[src/rtl/ilb_pkg.sv]
package ilb_pkg;

    localparam logic [2:0] FUNC_READ   = 3'd0;
    localparam logic [2:0] FUNC_WRITE  = 3'd1;
    localparam logic [2:0] FUNC_INSERT = 3'd2;
    localparam logic [2:0] FUNC_REMOVE = 3'd3;
    localparam logic [2:0] FUNC_APPEND = 3'd4;
    localparam logic [2:0] FUNC_CLEAR  = 3'd5;

    localparam logic [1:0] STATUS_OK    = 2'd0;
    localparam logic [1:0] STATUS_RANGE = 2'd1;
    localparam logic [1:0] STATUS_FULL  = 2'd2;

    typedef struct packed {
        logic [2:0]         func;
        logic [4:0]         position;
        logic signed [31:0] word_in;
    } t_in_item;

    typedef struct packed {
        logic signed [31:0] word_out;
        logic [1:0]         status;
        logic [4:0]         count;
    } t_out_item;

endpackage

[src/rtl/indexed_list_buffer.sv]
// Ordered list of up to DEPTH words held in one synchronous memory.
// Input channel (i_in_valid / o_in_stall / i_in_item) takes one operation per
// transaction: read, write, insert or remove at a position, append, or clear.
// Output channel (o_out_valid / i_out_stall / o_out_item) returns exactly one
// result per operation: the word read, a status and the entry count after it.
// One operation is in flight at a time; o_in_stall is high until its result
// has been placed in the output register.
// Read, write, append, clear and failed operations move no entries; insert at
// a position p below the entry count moves each entry from the top down to p up
// by one and then writes the new word at p; remove at a position p below the
// top entry moves each entry above p down by one. Insert and remove move one
// entry per cycle through the memory, which has one read and one write port
// and a registered read.
// A new operation is accepted while the previous result still waits in the
// output register; when the receiver stalls, the finished result holds in the
// block and o_in_stall stays high until the output register frees.
// After reset the list is empty; the memory content is not cleared and needs
// no clearing pass.
module indexed_list_buffer
    import ilb_pkg::*;
#(
    parameter int DEPTH     = 16,
    parameter int WORD_BITS = 32
) (
    input  logic      i_clk,
    input  logic      i_rst_n,
    input  logic      i_in_valid,
    output logic      o_in_stall,
    input  t_in_item  i_in_item,
    output logic      o_out_valid,
    input  logic      i_out_stall,
    output t_out_item o_out_item
);

    localparam int AW = $clog2(DEPTH);
    localparam int CW = $clog2(DEPTH + 1);
    localparam int PW = (CW > 5) ? CW : 5;

    typedef enum logic [2:0] {
        S_IDLE,
        S_INS,
        S_PUT,
        S_REM,
        S_DONE
    } t_state;

    t_state                 r_state, n_state;
    logic [CW-1:0]          r_used, n_used;
    logic [AW-1:0]          r_idx, n_idx;
    logic [AW-1:0]          r_pos, n_pos;
    logic [WORD_BITS-1:0]   r_word, n_word;
    logic [1:0]             r_status, n_status;
    logic                   r_rd_ok, n_rd_ok;
    logic                   r_out_valid, n_out_valid;
    t_out_item              r_out, n_out;

    logic [WORD_BITS-1:0]   r_mem [DEPTH];
    logic [WORD_BITS-1:0]   r_rdata;

    logic                   w_we, w_re;
    logic [AW-1:0]          w_waddr, w_raddr;
    logic [WORD_BITS-1:0]   w_wdata;

    logic                   w_in_accept;
    logic [PW-1:0]          w_pos_ext, w_used_ext;
    logic [AW-1:0]          w_pos_a;
    logic [WORD_BITS-1:0]   w_word;
    logic                   w_full;

    assign o_in_stall  = (r_state != S_IDLE);
    assign w_in_accept = i_in_valid && !o_in_stall;
    assign w_pos_ext   = PW'(i_in_item.position);
    assign w_used_ext  = PW'(r_used);
    assign w_pos_a     = AW'(i_in_item.position);
    assign w_word      = WORD_BITS'($unsigned(i_in_item.word_in));
    assign w_full      = (r_used == CW'(DEPTH));

    always_comb begin
        n_state     = r_state;
        n_used      = r_used;
        n_idx       = r_idx;
        n_pos       = r_pos;
        n_word      = r_word;
        n_status    = r_status;
        n_rd_ok     = r_rd_ok;
        n_out_valid = r_out_valid;
        n_out       = r_out;
        w_we        = 1'b0;
        w_waddr     = r_idx;
        w_wdata     = r_rdata;
        w_re        = 1'b0;
        w_raddr     = r_idx;

        // drop the output transaction once taken
        if (r_out_valid && !i_out_stall) begin
            n_out_valid = 1'b0;
        end

        case (r_state)
            S_IDLE: begin
                if (w_in_accept) begin
                    n_status = STATUS_OK;
                    n_rd_ok  = 1'b0;
                    n_state  = S_DONE;
                    case (i_in_item.func)
                        FUNC_READ: begin
                            if (w_pos_ext >= w_used_ext) begin
                                n_status = STATUS_RANGE;
                            end else begin
                                w_re    = 1'b1;
                                w_raddr = w_pos_a;
                                n_rd_ok = 1'b1;
                            end
                        end
                        FUNC_WRITE: begin
                            if (w_pos_ext >= w_used_ext) begin
                                n_status = STATUS_RANGE;
                            end else begin
                                w_we    = 1'b1;
                                w_waddr = w_pos_a;
                                w_wdata = w_word;
                            end
                        end
                        FUNC_INSERT: begin
                            if (w_pos_ext > w_used_ext) begin
                                n_status = STATUS_RANGE;
                            end else if (w_full) begin
                                n_status = STATUS_FULL;
                            end else if (w_pos_ext == w_used_ext) begin
                                w_we    = 1'b1;
                                w_waddr = AW'(r_used);
                                w_wdata = w_word;
                                n_used  = r_used + CW'(1);
                            end else begin
                                // start moving entries up from the top one
                                w_re    = 1'b1;
                                w_raddr = AW'(r_used - CW'(1));
                                n_idx   = AW'(r_used - CW'(1));
                                n_pos   = w_pos_a;
                                n_word  = w_word;
                                n_state = S_INS;
                            end
                        end
                        FUNC_REMOVE: begin
                            if (w_pos_ext >= w_used_ext) begin
                                n_status = STATUS_RANGE;
                            end else if (w_pos_ext == w_used_ext - PW'(1)) begin
                                n_used = r_used - CW'(1);
                            end else begin
                                w_re    = 1'b1;
                                w_raddr = AW'(w_pos_ext + PW'(1));
                                n_idx   = AW'(w_pos_ext + PW'(1));
                                n_state = S_REM;
                            end
                        end
                        FUNC_APPEND: begin
                            if (w_full) begin
                                n_status = STATUS_FULL;
                            end else begin
                                w_we    = 1'b1;
                                w_waddr = AW'(r_used);
                                w_wdata = w_word;
                                n_used  = r_used + CW'(1);
                            end
                        end
                        FUNC_CLEAR: begin
                            n_used = '0;
                        end
                        default: begin
                        end
                    endcase
                end
            end
            S_INS: begin
                w_we    = 1'b1;
                w_waddr = r_idx + AW'(1);
                w_wdata = r_rdata;
                if (r_idx == r_pos) begin
                    n_state = S_PUT;
                end else begin
                    w_re    = 1'b1;
                    w_raddr = r_idx - AW'(1);
                    n_idx   = r_idx - AW'(1);
                end
            end
            S_PUT: begin
                w_we    = 1'b1;
                w_waddr = r_pos;
                w_wdata = r_word;
                n_used  = r_used + CW'(1);
                n_state = S_DONE;
            end
            S_REM: begin
                w_we    = 1'b1;
                w_waddr = r_idx - AW'(1);
                w_wdata = r_rdata;
                if (PW'(r_idx) == w_used_ext - PW'(1)) begin
                    n_used  = r_used - CW'(1);
                    n_state = S_DONE;
                end else begin
                    w_re    = 1'b1;
                    w_raddr = r_idx + AW'(1);
                    n_idx   = r_idx + AW'(1);
                end
            end
            S_DONE: begin
                // hold the result until the output register is free
                if (!r_out_valid || !i_out_stall) begin
                    n_out_valid     = 1'b1;
                    n_out.word_out  = r_rd_ok ? 32'(r_rdata) : '0;
                    n_out.status    = r_status;
                    n_out.count     = 5'(r_used);
                    n_state         = S_IDLE;
                end
            end
            default: begin
                n_state = S_IDLE;
            end
        endcase
    end

    always_ff @(posedge i_clk) begin
        if (w_we) begin
            r_mem[w_waddr] <= w_wdata;
        end
        if (w_re) begin
            r_rdata <= r_mem[w_raddr];
        end
    end

    always_ff @(posedge i_clk) begin
        r_idx    <= n_idx;
        r_pos    <= n_pos;
        r_word   <= n_word;
        r_status <= n_status;
        r_rd_ok  <= n_rd_ok;
        r_out    <= n_out;
        if (!i_rst_n) begin
            r_state     <= S_IDLE;
            r_used      <= '0;
            r_out_valid <= 1'b0;
        end else begin
            r_state     <= n_state;
            r_used      <= n_used;
            r_out_valid <= n_out_valid;
        end
    end

    assign o_out_valid = r_out_valid;
    assign o_out_item  = r_out;

    a_one_in_flight: assert property (@(posedge i_clk) disable iff (!i_rst_n)
        w_in_accept |=> o_in_stall)
        else $error("second transaction accepted while one is in flight");

    a_count_bound: assert property (@(posedge i_clk) disable iff (!i_rst_n)
        r_used <= CW'(DEPTH))
        else $error("entry count exceeds depth");

    a_full_count: assert property (@(posedge i_clk) disable iff (!i_rst_n)
        (o_out_valid && o_out_item.status == STATUS_FULL) |-> o_out_item.count == 5'(DEPTH))
        else $error("full status with list not full");

    a_fail_zero: assert property (@(posedge i_clk) disable iff (!i_rst_n)
        (o_out_valid && o_out_item.status != STATUS_OK) |-> o_out_item.word_out == '0)
        else $error("failed operation returned data");

endmodule

[config.mk]
export PLATFORM = sky130hd
export DESIGN_NAME = indexed_list_buffer
export DESIGN_NICKNAME = d
export VERILOG_FILES = /design/src/rtl/ilb_pkg.sv /design/src/rtl/indexed_list_buffer.sv
export SDC_FILE = /design/constraint.sdc
export NUM_CORES = 1
export LEC_CHECK = 0
export ABC_CLOCK_PERIOD_IN_PS = 5300
export BUFFER_PORTS_ARGS = -buffer_cell sky130_fd_sc_hd__clkbuf_2
export CORE_ASPECT_RATIO = 0.6
export CORE_MARGIN = 3
export CORE_UTILIZATION = 45
export CTS_CLUSTER_SIZE = 24
export DETAILED_ROUTE_END_ITERATION = 10
export HOLD_SLACK_MARGIN = 0.15
export PLACE_DENSITY_LB_ADDON = 0.1
export SLEW_MARGIN = 10
export SYNTH_ARGS = -nofsm -noshare
export SYNTH_HDL_FRONTEND = slang
export SYNTH_SLANG_ARGS = --single-unit
export TNS_END_PERCENT = 30
[constraint.sdc]
create_clock -name i_clk -period 5.3 [get_ports i_clk]
set_clock_uncertainty 0.1 [all_clocks]
set_input_delay 0.265 -clock i_clk [delete_from_list [all_inputs] [get_ports i_clk]]
set_output_delay 0.265 -clock i_clk [all_outputs]
set_load 0.02 [all_outputs]
==> flow_metrics.tcl <==
set metrics [dict create \
    synth_area_um2 27100 \
    cp-start-kind "flop" \
    leakage_nw 10.1 \
    ys_seq_elements 635 \
    fin_ws_ps 568 \
    yosysSeqAreaShare_pct 70.0 \
    drc_errors 0 \
    die_w_um 323 \
    firstDrtPassIters 6 \
    arrival_ps 4970 \
    clkTransAtPathRegs_ps 70 \
    crit_path_end_kind "flop" \
    first_global_vias 17400 \
    setup_viol 0 \
    worstPathMaxFanout 30 \
    crit_type "reg2reg" \
    required_ps 5540 \
    critPathSlowestCell "nand4b_4" \
    peakVddDrop_v 0.000260 \
    rows 69 \
    cts_max_level 2 \
    num_vias 18100 \
    core-area_um2 59400 \
    clock_sinks 635 \
    path_cells "inv_1 -> ha_1 -> xnor2_1 -> nor2_1 -> nand4_4 -> mux2i_1 -> a32oi_1 -> nand4b_4 -> buf_12 -> a211oi_1 -> a311oi_1 -> or4_1" \
    wl_um 79900 \
    grt_max_degree 151 \
    synth_nets 1989 \
    overflow 0 \
    slew_headroom_pct 38.4 \
    slowest_delay_ps 590 \
    finalHoldViolations 0 \
    ys_async_sr_fraction_pct 0 \
    postSynthAreaPerCell_um2 14.0 \
    clockBufferDepth 3 \
    post_drt_wl_per_cell_um 27.7 \
    cts_tree "built" \
    post-place-ws_ps 692 \
    holdWs_ps 252 \
    ys_warn_count 0 \
    worst_slew_pin_slew_ps 925 \
    final_util_pct 52.7 \
    hold_class "in2reg" \
    antenna_found_initial 2 \
    antenna_left 0 \
    post-cts-setup-buffers 0 \
    io_buffers 84 \
    drt_iter0_drc 2110 \
    area_growth_pct 15.4 \
    insertion_delay_ps 640 \
    critPathBufInv 2 \
    chipHeight_um 196 \
    synth_cell_types 72 \
    synth-main-ff-cell "edfxtp_1" \
    vias_per_cell 6.26 \
    period_share_pct 89.3 \
    cts_buffers 58 \
    rsz0062_at_grt "false" \
    maxSlewViolCount 0 \
    cap_viol_max_count 0 \
    p_per_area_nw_per_um2 348 \
    min_period_ps 4730 \
    dieArea_um2 63400 \
    routabilityCongestion 0.904 \
    dp_hpwl_um 42600 \
    drive_above_1_share_pct 14.9 \
    num-fill-cells 4998 \
    synth_edf_count 626 \
    syn_inst 1934 \
    fmax_mhz 211 \
    cts-root-buf "clkbuf_16" \
    floorplan.initialDensity_pct 45.7 \
    outcome "finished, final reports clean" \
    grt_usage_pct 25.1 \
    crit_family "simple AND/OR/NAND/NOR gates" \
    nets 2117 \
    io_pins 85 \
    grt_pass1_wl_um 118000 \
]
-- final timing paths --
check | start | endpoint | slack (ps) | depth (start not counted)
worst max-delay path | r_used[0]$_SDFFE_PN0P_ | r_rdata[7]$_DFFE_PP_ | 570 | 12
worst max register to register | r_used[0]$_SDFFE_PN0P_ | r_rdata[7]$_DFFE_PP_ | 570 | 12
worst min-delay path | i_in_item[11] | r_word[11]$_DFFE_PP_ | 250 | 2
worst min register to register | r_status[0]$_DFFE_PP_ | o_out_item[5]$_DFFE_PP_ | 320 | 0
-- logic make-up (layout without fill, tap and decap cells) --
| logic type | after synthesis | in the layout | synth area share, % |
|---|---|---|---|
| buffers and inverters | 185 | 358 | 2.94 |
| other | 0 | 1 | 0 |
| AOI/OAI and AO/OA | 587 | 587 | 16.9 |
| xor gates and xnor gates | 23 | 23 | 0.992 |
| adders and majority gates | 11 | 11 | 0.507 |
| DFF | 635 | 635 | 70.0 |
| muxes | 9 | 9 | 0.337 |
| and+or+nand+nor | 484 | 484 | 8.39 |
-- worst reg2reg max path: stages, from the launching register on --
cell      delay [ps]
dfxtp_1          540
inv_1            180
ha_1             500
xnor2_1          200
nor2_1           220
nand4_4          270
mux2i_1          200
a32oi_1          260
nand4b_4         590
buf_12           430
a211oi_1         310
a311oi_1          80
or4_1            570
-- per-layer routing --
metal	wire [µm]	track usage [%]	vias up	part of all wire, %
met4	1080	4.47	0	1.4
met3	6930	5.38	83	8.7
met2	33700	35.6	762	42
li1	-	-	8016	-
met1	38200	39.9	9238	48
met5	0	0	-	0
-- stage by stage --
step | std cells | power (W) | setup TNS, ps | area, µm²
after global placement | 2741 | 0.00701 | 0 | 29200
after floorplan | 1934 | 0.00655 | -18800 | 27100
final | 2889 | 0.0109 | 0 | 31300
after CTS | 2888 | 0.0110 | 0 | 31300
after detailed placement | 2741 | 0.00702 | 0 | 29200
after global routing | 2888 | 0.0113 | 0 | 31300
-- sequential cells by signal, summed over array words and instances (netlist names) --
register	cells
r_idx	4
r_rdata	32
r_state	3
r_pos	4
r_rd_ok	1
r_status	2
r_mem	512
o_out_item	39
r_word	32
r_used	5
o_out_valid	1
-- placed cells by master (no fill, tap or decap), types with 4 or more instances in the layout --
cell type,netlist,final
or4_1,32,32
a31oi_1,9,9
nand2b_1,8,8
nor2_4,0,9
a211oi_1,129,129
nor3_1,25,14
nor2b_1,7,7
and3_1,4,4
dlygate4sd3_1,0,42
dfxtp_1,9,8
a21oi_1,26,25
a221o_1,4,4
buf_4,5,80
inv_1,16,16
clkinv_2,0,7
a311oi_1,131,131
nand4_1,7,7
nand2_2,2,7
nand3_1,10,10
o31a_1,128,128
ha_1,11,11
nor2_1,37,28
o211ai_1,7,7
a32oi_1,4,4
xnor2_1,14,14
o22ai_1,4,4
nand2_1,296,291
buf_12,0,30
o21ai_0,50,50
nor3_2,2,13
and2_1,38,38
clkbuf_1,107,10
clkbuf_16,0,58
a22oi_1,67,67
mux2i_1,8,8
xor2_1,4,4
clkbuf_2,1,84
clkinv_1,1,24
edfxtp_1,626,626
-- layout make-up --
| type | instances | area, µm² | share of cell area, % |
|---|---|---|---|
| inverters | 17 | 63.8 | 0.204 |
| diodes | 1 | 2.50 | 0.00799 |
| clock buffers | 68 | 1490 | 4.76 |
| multi-input cells | 1114 | 7530 | 24.0 |
| flip-flops and latches | 635 | 19000 | 60.6 |
| clock inverters | 37 | 230 | 0.735 |
| repair buffers | 236 | 2040 | 6.52 |
| well taps | 781 | 977 | 3.12 |
-- Yosys cell counts (13+ instances only) --
cell	number	area, µm²
nor3_1	25	125
a311oi_1	131	1150
edfxtp_1	626	18800
buf_2	37	185
o21ai_0	50	250
a22oi_1	67	503
nand2_1	296	1110
and2_1	38	238
nor2_1	37	139
xnor2_1	14	123
a211oi_1	129	968
buf_1	13	48.8
inv_1	16	60.1
o31a_1	128	1120
a21oi_1	26	130
clkbuf_1	107	402
or4_1	32	240
-- power breakdown --
group | internal, W | switching [W]
combinational | 0.000428 | 0.000853
clock | 0.00209 | 0.00184
sequential | 0.00565 | 0.0000275
total | 0.00817 | 0.00272
-- what timing repair did --
item,CTS,global route
endpoints found under the setup margin,0,0
hold buffers,42,0
resized for setup,0,0
endpoints found under the hold margin,147,0
Note: power is estimated with default switching activity, not from simulation.
